File: config.mk
export PLATFORM = sky130hd
export DESIGN_NAME = control_frame_parser
export DESIGN_NICKNAME = d
export VERILOG_FILES = /design/src/rtl/cfp_pkg.sv /design/src/rtl/cfp_token_close.sv /design/src/rtl/control_frame_parser.sv
export SDC_FILE = /design/constraint.sdc
export NUM_CORES = 1
export LEC_CHECK = 0
export ABC_CLOCK_PERIOD_IN_PS = 23500
export CORE_ASPECT_RATIO = 1.25
export CORE_MARGIN = 3
export CORE_UTILIZATION = 57
export DETAILED_ROUTE_END_ITERATION = 10
export DONT_BUFFER_PORTS = 1
export PLACE_DENSITY = 0.72
export SYNTH_ARGS = -nofsm -noshare
export SYNTH_HDL_FRONTEND = slang
export SYNTH_HIERARCHICAL = 1
export SYNTH_SLANG_ARGS = --single-unit
File: constraint.sdc
create_clock -name i_clk -period 23.5 [get_ports i_clk]
set_clock_uncertainty 0.2 [all_clocks]
set_input_delay 4.7 -clock i_clk [delete_from_list [all_inputs] [get_ports i_clk]]
set_output_delay 4.7 -clock i_clk [all_outputs]
set_load 0.1 [all_outputs]
File: src/rtl/cfp_pkg.sv
// Shared types and constants of the control frame parser.
package cfp_pkg;

    // Received characters with a meaning of their own
    localparam logic [7:0] CH_START  = 8'h21;  // '!'
    localparam logic [7:0] CH_QUERY  = 8'h3F;  // '?'
    localparam logic [7:0] CH_DASH   = 8'h2D;  // '-'
    localparam logic [7:0] CH_BUTTON = 8'h42;  // 'B'
    localparam logic [7:0] CH_ENC    = 8'h45;  // 'E'
    localparam logic [7:0] CH_CONFIG = 8'h43;  // 'C'
    localparam logic [7:0] CH_ZERO   = 8'd48;  // '0'
    localparam logic [7:0] CH_NINE   = 8'd57;  // '9'

    // Token kinds
    localparam logic [1:0] TOK_OTHER  = 2'd0;
    localparam logic [1:0] TOK_BUTTON = 2'd1;
    localparam logic [1:0] TOK_ENC    = 2'd2;
    localparam logic [1:0] TOK_CONFIG = 2'd3;

    // Frame positions: 1 sign, 2..4 angle digits, 5 body
    localparam logic [2:0] POS_IDLE  = 3'd0;
    localparam logic [2:0] POS_SIGN  = 3'd1;
    localparam logic [2:0] POS_HUND  = 3'd2;
    localparam logic [2:0] POS_TENS  = 3'd3;
    localparam logic [2:0] POS_ONES  = 3'd4;
    localparam logic [2:0] POS_BODY  = 3'd5;

    localparam logic [3:0] NIB_BAD   = 4'hF;
    localparam logic [2:0] LEN_MAX   = 3'd7;

    // Fixed result widths
    localparam int ANGLE_W   = 11;
    localparam int ACC_W     = 10;
    localparam int BTN_OUT_W = 15;
    localparam int ENC_W     = 10;
    localparam int ENC_OUTS  = 6;

    typedef struct packed {
        logic [1:0]  kind;
        logic [2:0]  length;
        logic [15:0] digits;
    } t_token;

    typedef struct packed {
        logic             btn_en;
        logic [6:0]       btn_idx;
        logic             enc_en;
        logic [3:0]       enc_idx;
        logic [ENC_W-1:0] enc_val;
        logic             cfg_en;
    } t_close_act;

endpackage

File: src/rtl/cfp_token_close.sv
// Decode of a closed token into a button set, encoder write or config flag.
module cfp_token_close
    import cfp_pkg::*;
#(
    parameter int NUM_BUTTONS  = 15,
    parameter int NUM_ENCODERS = 6
) (
    input  t_token     i_token,
    output t_close_act o_act
);

    logic [3:0] nib0, nib1, nib2, nib3;
    logic       dig0, dig1, dig2, dig3;
    logic       btn_ok;
    logic [6:0] btn_idx;

    assign nib0 = i_token.digits[3:0];
    assign nib1 = i_token.digits[7:4];
    assign nib2 = i_token.digits[11:8];
    assign nib3 = i_token.digits[15:12];
    assign dig0 = (nib0 <= 4'd9);
    assign dig1 = (nib1 <= 4'd9);
    assign dig2 = (nib2 <= 4'd9);
    assign dig3 = (nib3 <= 4'd9);

    always_comb begin
        // exactly three chars means a two-digit index
        if (i_token.length == 3'd3) begin
            btn_ok  = dig0 && dig1;
            btn_idx = 7'(nib0) * 7'd10 + 7'(nib1);
        end else begin
            btn_ok  = (i_token.length >= 3'd2) && dig0;
            btn_idx = 7'(nib0);
        end
    end

    always_comb begin
        o_act.btn_en  = (i_token.kind == TOK_BUTTON) && btn_ok
                        && (32'(btn_idx) < NUM_BUTTONS);
        o_act.btn_idx = btn_idx;
        o_act.enc_en  = (i_token.kind == TOK_ENC) && (i_token.length >= 3'd5)
                        && dig0 && dig1 && dig2 && dig3
                        && (32'(nib0) < NUM_ENCODERS);
        o_act.enc_idx = nib0;
        o_act.enc_val = ENC_W'(nib1) * ENC_W'(100) + ENC_W'(nib2) * ENC_W'(10)
                        + ENC_W'(nib3);
        o_act.cfg_en  = (i_token.kind == TOK_CONFIG) && (i_token.length >= 3'd1);
    end

endmodule

File: src/rtl/control_frame_parser.sv
// Control frame parser: byte stream in, one frame summary out per '?' that closes a frame.
//
// Input channel: i_rx_valid / o_rx_ready carry one received byte per item.
// Output channel: o_res_valid / i_res_ready carry one result item (angle,
// button mask, six encoder values, sticky config flag) for every '?' that
// closes an open frame; all other bytes give no result.
// Throughput: one byte per cycle while o_rx_ready is high. Each byte updates
// the frame state in the cycle it is accepted; a '?' loads the result register
// at that edge, so the result is valid in the cycle after the byte is accepted.
// The result register is the only buffer: while it holds an item that the
// receiver has not taken, o_rx_ready stays low; as soon as the receiver
// takes it (same cycle is fine) the next byte is accepted.
// Reset (i_rst_n low, synchronous) closes any frame, clears buttons,
// encoders, angle and the sticky config flag, and empties the result
// register.
// Frames: '!' opens or restarts a frame, then sign, three angle digits,
// then dash-separated B, E and C tokens; the token still open at '?' is
// dropped.
module control_frame_parser
    import cfp_pkg::*;
#(
    parameter int NUM_BUTTONS  = 15,
    parameter int NUM_ENCODERS = 6
) (
    input  logic                       i_clk,
    input  logic                       i_rst_n,
    input  logic                       i_rx_valid,
    output logic                       o_rx_ready,
    input  logic [7:0]                 i_rx_byte,
    output logic                       o_res_valid,
    input  logic                       i_res_ready,
    output logic signed [ANGLE_W-1:0]  o_angle,
    output logic [BTN_OUT_W-1:0]       o_buttons,
    output logic [ENC_W-1:0]           o_encoder_0,
    output logic [ENC_W-1:0]           o_encoder_1,
    output logic [ENC_W-1:0]           o_encoder_2,
    output logic [ENC_W-1:0]           o_encoder_3,
    output logic [ENC_W-1:0]           o_encoder_4,
    output logic [ENC_W-1:0]           o_encoder_5,
    output logic                       o_config_seen
);

    // frame state
    logic                   r_in_frame,   n_in_frame;
    logic [2:0]             r_position,   n_position;
    logic                   r_negative,   n_negative;
    logic [ACC_W-1:0]       r_angle_acc,  n_angle_acc;
    logic                   r_tok_open,   n_tok_open;
    t_token                 r_token,      n_token;
    logic [NUM_BUTTONS-1:0] r_btn_mask,   n_btn_mask;
    logic [ENC_W-1:0]       r_enc [NUM_ENCODERS];
    logic [ENC_W-1:0]       n_enc [NUM_ENCODERS];
    logic                   r_cfg_flag,   n_cfg_flag;

    // result register
    logic                   r_res_valid;
    logic [ANGLE_W-1:0]     r_res_angle;
    logic [BTN_OUT_W-1:0]   r_res_buttons;
    logic [ENC_W-1:0]       r_res_enc [ENC_OUTS];
    logic                   r_res_cfg;

    logic                   rx_acc;
    logic                   res_load;
    logic [3:0]             digit;
    logic                   is_digit;
    logic [ACC_W-1:0]       digit_weighted;
    logic [ANGLE_W-1:0]     angle_signed;
    logic [BTN_OUT_W-1:0]   btn_out;
    logic [ENC_W-1:0]       enc_out [ENC_OUTS];
    logic [1:0]             nib_sel;
    t_close_act             close_act;

    assign o_rx_ready = !r_res_valid || i_res_ready;
    assign rx_acc     = i_rx_valid && o_rx_ready;
    assign res_load   = rx_acc && r_in_frame && (i_rx_byte == CH_QUERY);

    assign is_digit = (i_rx_byte >= CH_ZERO) && (i_rx_byte <= CH_NINE);
    assign digit    = is_digit ? 4'(i_rx_byte - CH_ZERO) : NIB_BAD;
    assign nib_sel  = 2'(r_token.length - 3'd1);

    cfp_token_close #(
        .NUM_BUTTONS  (NUM_BUTTONS),
        .NUM_ENCODERS (NUM_ENCODERS)
    ) u_token_close (
        .i_token (r_token),
        .o_act   (close_act)
    );

    always_comb begin
        case (r_position)
            POS_HUND: digit_weighted = ACC_W'(digit) * ACC_W'(100);
            POS_TENS: digit_weighted = ACC_W'(digit) * ACC_W'(10);
            default:  digit_weighted = ACC_W'(digit);
        endcase
    end

    // result view of the current frame
    assign angle_signed = r_negative ? ANGLE_W'(-{1'b0, r_angle_acc})
                                     : {1'b0, r_angle_acc};

    generate
        for (genvar b = 0; b < BTN_OUT_W; b++) begin : g_btn_out
            if (b < NUM_BUTTONS) begin : g_on
                assign btn_out[b] = r_btn_mask[b];
            end else begin : g_off
                assign btn_out[b] = 1'b0;
            end
        end
        for (genvar e = 0; e < ENC_OUTS; e++) begin : g_enc_out
            if (e < NUM_ENCODERS) begin : g_on
                assign enc_out[e] = r_enc[e];
            end else begin : g_off
                assign enc_out[e] = '0;
            end
        end
    endgenerate

    always_comb begin
        n_in_frame  = r_in_frame;
        n_position  = r_position;
        n_negative  = r_negative;
        n_angle_acc = r_angle_acc;
        n_tok_open  = r_tok_open;
        n_token     = r_token;
        n_btn_mask  = r_btn_mask;
        n_enc       = r_enc;
        n_cfg_flag  = r_cfg_flag;

        if (rx_acc) begin
            if (i_rx_byte == CH_START || (r_in_frame && i_rx_byte == CH_QUERY)) begin
                // restart or close: drop the open token and clear the frame
                n_in_frame  = (i_rx_byte == CH_START);
                n_position  = (i_rx_byte == CH_START) ? POS_SIGN : POS_IDLE;
                n_negative  = 1'b0;
                n_angle_acc = '0;
                n_tok_open  = 1'b0;
                n_token     = '0;
                n_btn_mask  = '0;
                for (int i = 0; i < NUM_ENCODERS; i++) begin
                    n_enc[i] = '0;
                end
            end else if (r_in_frame) begin
                if (r_position == POS_SIGN) begin
                    n_negative = (i_rx_byte == CH_DASH);
                end else if (r_position >= POS_HUND && r_position <= POS_ONES
                             && is_digit) begin
                    n_angle_acc = r_angle_acc + digit_weighted;
                end

                if (r_position >= POS_ONES) begin
                    if (i_rx_byte == CH_DASH) begin
                        if (r_tok_open) begin
                            for (int i = 0; i < NUM_BUTTONS; i++) begin
                                if (close_act.btn_en && close_act.btn_idx == 7'(i)) begin
                                    n_btn_mask[i] = 1'b1;
                                end
                            end
                            for (int i = 0; i < NUM_ENCODERS; i++) begin
                                if (close_act.enc_en && close_act.enc_idx == 4'(i)) begin
                                    n_enc[i] = close_act.enc_val;
                                end
                            end
                            if (close_act.cfg_en) begin
                                n_cfg_flag = 1'b1;
                            end
                        end
                        n_tok_open = 1'b1;
                        n_token    = '0;
                    end else if (r_tok_open && r_position == POS_BODY) begin
                        if (r_token.length == 3'd0) begin
                            case (i_rx_byte)
                                CH_BUTTON: n_token.kind = TOK_BUTTON;
                                CH_ENC:    n_token.kind = TOK_ENC;
                                CH_CONFIG: n_token.kind = TOK_CONFIG;
                                default:   n_token.kind = TOK_OTHER;
                            endcase
                        end else if (r_token.length <= 3'd4) begin
                            for (int k = 0; k < 4; k++) begin
                                if (nib_sel == 2'(k)) begin
                                    n_token.digits[4*k +: 4] = digit;
                                end
                            end
                        end
                        if (r_token.length != LEN_MAX) begin
                            n_token.length = r_token.length + 3'd1;
                        end
                    end
                end

                if (r_position != POS_BODY) begin
                    n_position = r_position + 3'd1;
                end
            end
        end
    end

    always_ff @(posedge i_clk) begin
        if (!i_rst_n) begin
            r_in_frame  <= 1'b0;
            r_position  <= POS_IDLE;
            r_negative  <= 1'b0;
            r_angle_acc <= '0;
            r_tok_open  <= 1'b0;
            r_token     <= '0;
            r_btn_mask  <= '0;
            r_cfg_flag  <= 1'b0;
            r_res_valid <= 1'b0;
            for (int i = 0; i < NUM_ENCODERS; i++) begin
                r_enc[i] <= '0;
            end
        end else begin
            r_in_frame  <= n_in_frame;
            r_position  <= n_position;
            r_negative  <= n_negative;
            r_angle_acc <= n_angle_acc;
            r_tok_open  <= n_tok_open;
            r_token     <= n_token;
            r_btn_mask  <= n_btn_mask;
            r_cfg_flag  <= n_cfg_flag;
            r_enc       <= n_enc;
            if (res_load) begin
                r_res_valid <= 1'b1;
            end else if (i_res_ready) begin
                r_res_valid <= 1'b0;
            end
        end
    end

    // result payload: load on a closing '?'
    always_ff @(posedge i_clk) begin
        if (res_load) begin
            r_res_angle   <= angle_signed;
            r_res_buttons <= btn_out;
            r_res_enc     <= enc_out;
            r_res_cfg     <= r_cfg_flag;
        end
    end

    assign o_res_valid   = r_res_valid;
    assign o_angle       = $signed(r_res_angle);
    assign o_buttons     = r_res_buttons;
    assign o_encoder_0   = r_res_enc[0];
    assign o_encoder_1   = r_res_enc[1];
    assign o_encoder_2   = r_res_enc[2];
    assign o_encoder_3   = r_res_enc[3];
    assign o_encoder_4   = r_res_enc[4];
    assign o_encoder_5   = r_res_enc[5];
    assign o_config_seen = r_res_cfg;

`ifndef ASSERT_OFF
    a_query_gives_result: assert property (@(posedge i_clk) disable iff (!i_rst_n)
        res_load |=> o_res_valid)
        else $error("closing item did not produce a result");

    a_idle_position: assert property (@(posedge i_clk) disable iff (!i_rst_n)
        !r_in_frame |-> (r_position == POS_IDLE && !r_tok_open))
        else $error("frame state left over outside a frame");

    a_token_in_body: assert property (@(posedge i_clk) disable iff (!i_rst_n)
        r_tok_open |-> (r_position == POS_BODY))
        else $error("token open before the frame body");

    a_angle_range: assert property (@(posedge i_clk) disable iff (!i_rst_n)
        r_angle_acc <= ACC_W'(999))
        else $error("angle accumulator out of range");
`endif

endmodule
# Word-level counts from Yosys, hierarchy flattened
# Index checks and enable logic that the tools add are counted.
# op_classes
mul	5
muxes	67
bitwise_logic	1
add_sub_neg	9
n_eq_ne	40
order_cmp	15
n_reduce_logical	117
# ops
operator	n
$mux W60	5
$reduce_and A6 Y1	21
$mux W10	11
$mux W21	5
$mux W15	5
$reduce_bool A2 Y1	29
$eq A7 B4 Y1 const B	7
$logic_and A1 B1 Y1	40
$reduce_and A7 Y1	5
$mux W16	2
$eq A7 B3 Y1 const B	4
$mux W1	26
$eq A8 B6 Y1 const B	3
$eq A8 B7 Y1 const B	3
$reduce_bool A3 Y1	8
$mux W4	5
$pmux W10 S2	1
$le A4 B4 Y1 const B	4
$mul A4 B5 Y8 const B	2
$eq A7 B2 Y1 const B	2
$mul A4 B3 Y7 const B	2
$mux W3	4
$neg A10 Y11	1
$add A10 B10 Y10	1
40 further kinds	58
# word_totals
output_inout_bits	89
regBits	201

# Longest topological paths before layout
# depth
ltp_word	14
depth_mapped	18
ltp_nobuf	17

# Cells and area by module
# Netlist, hierarchy kept.
# modules_own_cells
module	n_inst	cells_each	area_per_inst_um2
control_frame_parser	1	776	8728.4
cfp_token_close	1	134	1149.9

# Worst setup path before layout
# No wires, ideal clock.
# synth_timing
path_kind	in2reg
start	input i_res_ready
end	register r_res_angle[0] (netlist: o_angle[0]) (enable)
path_stages	3
setup_ns	0.750
slack_ns	8.316
arrival_ns	14.235
n_path_buf	0
required_time_ns	22.550
path_cell_list	nand2b_1 -> nand2_1 -> nor4_1
# synth_between
elab_chain_len	4
# synth_lines
element	line_no	rtl
start, declared	control_frame_parser.sv:31	input logic i_res_ready,
$logic_or A1 B1 Y1	control_frame_parser.sv:73	assign o_rx_ready = !r_res_valid || i_res_ready;
$logic_and A1 B1 Y1	control_frame_parser.sv:74	assign rx_acc = i_rx_valid && o_rx_ready;
$logic_and A1 B1 Y1 (2 in series)	control_frame_parser.sv:75	assign res_load = rx_acc && r_in_frame && (i_rx_byte == CH_QUERY);
net res_load	control_frame_parser.sv:63	logic res_load;
end signal, assigned	control_frame_parser.sv:232	r_res_angle <= angle_signed;
end, declared	control_frame_parser.sv:57	logic [ANGLE_W-1:0] r_res_angle;
# The timed path passes the listed nets, and every way through them passes these cells.
# A chain may end at the register's enable or synchronous reset.

# Worst setup path after layout
# layout_timing
start	input i_res_ready
end	output o_rx_ready
# layout_between
elab_chain_len	1
# layout_lines
element	line_no	rtl
$logic_or A1 B1 Y1	control_frame_parser.sv:73	
end, declared	control_frame_parser.sv:28	output logic o_rx_ready,
# Every way passes these cells.

==> parameters.txt <==
Parameter                              Value

Outcome
  Status    finished clean

Die
  Die area    19000 um^2
  Initial cell density of the core    58.4%
  Die span in y    153 um
  Number of ports placed on the die boundary    101
  Std cell rows    53
  Floorplan Core Area    16900 um^2
  Horizontal extent of the die    124 um

Hold path
  Min-Delay Path Class    reg2reg
  Hold path startpoint    enc_out[43]
  Number of instances on the worst hold path    0
  Worst Hold Endpoint    o_encoder_1[3]

Yosys
  Cell types with the largest area share after synthesis    sky130_fd_sc_hd__edfxtp_1, sky130_fd_sc_hd__dfxtp_1, sky130_fd_sc_hd__ha_1
  Top cells by count, synth    sky130_fd_sc_hd__dfxtp_1, sky130_fd_sc_hd__edfxtp_1, sky130_fd_sc_hd__nor2b_1
  Post-synthesis cell type count    76
  Synth Warn #    6
  Area share of the largest cell type after synthesis    26.4%
  Most numerous cell in the Yosys netlist    sky130_fd_sc_hd__dfxtp_1
  Share of synthesized registers carrying an async set or reset    0%
  Number of register bits inferred by synthesis    201
  Count of flip-flops with a built-in enable after synthesis    87
  Mean cell area of the mapped netlist    10.9 um^2
  Library cell with the largest summed area after synthesis    sky130_fd_sc_hd__edfxtp_1
  Share of synthesized area occupied by flip-flops and latches    49.6%
  Post-synth design cell area    9880 um^2
  Mapped Cells    910
  Most frequently used flop master after synthesis    sky130_fd_sc_hd__dfxtp_1
  Post-Synthesis Net Count    994

Timing
  Max transition margin    17.3%
  Highest attainable clock frequency    96.2 MHz
  Slew Limit Fails    0
  Count of final hold-check violations    0
  Final setup violation count    0
  Setup tns final    0 ps
  Final clock period utilization by the worst path    44.2%
  Worst hold margin    229 ps
  RSZ-0062 raised after global routing    false
  Slew of the pin with the lowest slew margin    1240 ps
  Final period demand of the worst path    10400 ps

Clocking
  Post-CTS Resized    0
  Clock root buffer master    sky130_fd_sc_hd__clkbuf_16
  Buffers from clock root to sink, at most    3
  Number of buffers created by CTS    20
  # Post-CTS Setup Buffers    0
  H-tree levels    1
  Hold bufs inserted after CTS    0
  Number of clock sinks    201
  Clk_lat worst skew    480 ps
  CTS clk-pin slew, worst paths    60 ps
  TritonCTS clock tree    done

Detailed routing
  Mean routed wirelength per cell    18.4 um
  Initial DRC Count    565
  DRC violations left    0
  Total number of vias    6557
  Post-route ant nets    0
  Total iterations of the first detailed-routing run    6
  Total detailed-routing wirelength    20.5 mm
  Detail-routed via count per cell    5.87

Final layout
  Antenna diode count    0
  Syn-to-layout area delta    6.98%
  Fraction of final layout cells with drive strength greater than 1    6.91%
  Net total in the final layout    967
  Post-route insts no fill    1117

Setup path
  Signal arrival time at the worst endpoint    5500 ps
  Critical-path cell list    nand2b_1
  Type of the setup path with the least slack    in2out
  Worst Setup End Kind    output pin
  Stage delay of the slowest cell on the critical path    800 ps
  Family with the most delay on the worst path    simple AND/OR/NAND/NOR gates
  Largest fanout of any net on the critical path    3
  WP buf/inv    0
  Worst EP required    18600 ps
  Reg-to-reg startpoint    o_res_valid
  Number of cells on the worst reg-to-reg path    6
  CP startpoint kind    input port
  Worst reg-to-reg setup slack    19410 ps
  Worst flop-to-flop path endpoint    enc_out[0]
  Library cell contributing the largest single delay on the critical path    sky130_fd_sc_hd__nand2b_1

GRT
  GR Overflow Total    0
  Number of antenna violations at the first check in global routing    0
  Global-route wire length before repair    33.1 mm
  Number of global-route vias before repair    6349
  Overall global routing resource usage    21.6%
  Pin count of the biggest net entering global routing    111

Pwr
  P_leak    4.31 nW
  Proportion of power drawn by the clock network    46.2%
  Sw Share    19.2%
  Highest ir drop seen on vdd    0.0000486 V
  Logic pwr share    1.0%
  Total power per unit cell area    64.8 nW/um^2
  Total internal power    554 uW
  Power dissipated by switching net loads    131 uW
  Sequential cell fraction of total power    52.7%

Job
  Max_cap viols    0

Placed design
  RePlAce Congestion    0.858
  Cell Count Post-Placement    1081
  Detailed placer's ending HPWL    14.7 mm
  Number of buffers inserted by port buffering    0
## state kept, by name, indices dropped and copies added (netlist names), 3 cells and up
register     flops
btn_out         15
o_encoder_1     10
o_encoder_0     10
r_position       3
enc_out         60
o_encoder_2     10
o_angle         11
o_encoder_4     10
r_token         21
o_encoder_3     10
r_angle_acc     10
o_buttons       15
o_encoder_5     10
## cell type report
type                       instances  area [um^2]
tap                              220          275
sequential                       201         4890
clock buffer                      25          551
clock inverter                    11          111
multi-input combinational        620         4560
fill                            1326         6340
inverter                          34          128
timing repair buffer               6         45.0
## metrics by stage
step                      worst slack (ps)  utilization [%]  total power [mW]  area, um^2
after global placement               13100             58.6             0.376        9910
after detailed placement             13100             58.6             0.376        9910
after CTS                            13100             62.5             0.690       10600
final                                13100             62.5             0.685       10600
after floorplan                       8320                -             0.377        9880
after global routing                 13100             62.5             0.706       10600
## logic make-up after synthesis
kind of cell | share of synthesized area, %
flip-flops | 49.6
AND/OR/NAND/NOR | 17.1
XOR/XNOR | 3.09
buffers and inverters | 4.32
AO/OA/AOI/OAI | 9.58
adder cells (fa/ha/maj) | 9.88
multiplexers | 6.51
## how the worst max path moves through the flow
stage | end | start | slack (ps) | depth (start not counted)
after CTS | o_rx_ready | i_res_ready | 13100 | 1
after global routing | o_rx_ready | i_res_ready | 13100 | 1
final | o_rx_ready | i_res_ready | 13100 | 1
after global placement | o_rx_ready | i_res_ready | 13100 | 1
after floorplan | o_angle[0] | i_res_ready | 8320 | 3
after detailed placement | o_rx_ready | i_res_ready | 13100 | 1
## routing by layer
layer | GRT usage (%) | up-vias | wire [um]
met5 | 0 | - | 0
met4 | 5.65 | 0 | 390
met3 | 3.03 | 33 | 914
met2 | 38.3 | 172 | 10800
met1 | 27.3 | 3170 | 8410
li1 | - | 3182 | -
## placed cells by master, fill, tap and decap left out, types with 8 or more instances in the layout
| cell type | n |
|---|---|
| sky130_fd_sc_hd__or3_1 | 8 |
| sky130_fd_sc_hd__dfxtp_1 | 114 |
| sky130_fd_sc_hd__nand3_1 | 29 |
| sky130_fd_sc_hd__fa_1 | 10 |
| sky130_fd_sc_hd__a21oi_1 | 29 |
| sky130_fd_sc_hd__and3_1 | 12 |
| sky130_fd_sc_hd__inv_1 | 34 |
| sky130_fd_sc_hd__clkbuf_16 | 21 |
| sky130_fd_sc_hd__nor2b_1 | 79 |
| sky130_fd_sc_hd__mux2i_1 | 62 |
| sky130_fd_sc_hd__o21ai_0 | 30 |
| sky130_fd_sc_hd__nor3_1 | 18 |
| sky130_fd_sc_hd__nand2_1 | 73 |
| sky130_fd_sc_hd__nor2_1 | 54 |
| sky130_fd_sc_hd__edfxtp_1 | 87 |
| sky130_fd_sc_hd__xnor2_1 | 24 |
| sky130_fd_sc_hd__o32ai_1 | 13 |
| sky130_fd_sc_hd__ha_1 | 62 |
| sky130_fd_sc_hd__xor2_1 | 9 |
## power by group through the flow
stage / Combinational [mW] / Clock, mW / Sequential [mW]
6_report: 0.00714 / 0.317 / 0.361
5_1_grt: 0.00778 / 0.337 / 0.361
3_5_place_dp: 0.00711 / 0 / 0.369
2_1_floorplan: 0.00852 / 0 / 0.369
4_1_cts: 0.00713 / 0.322 / 0.361
3_3_place_gp: 0.00673 / 0 / 0.369
Power figures use the tool's default switching activity.
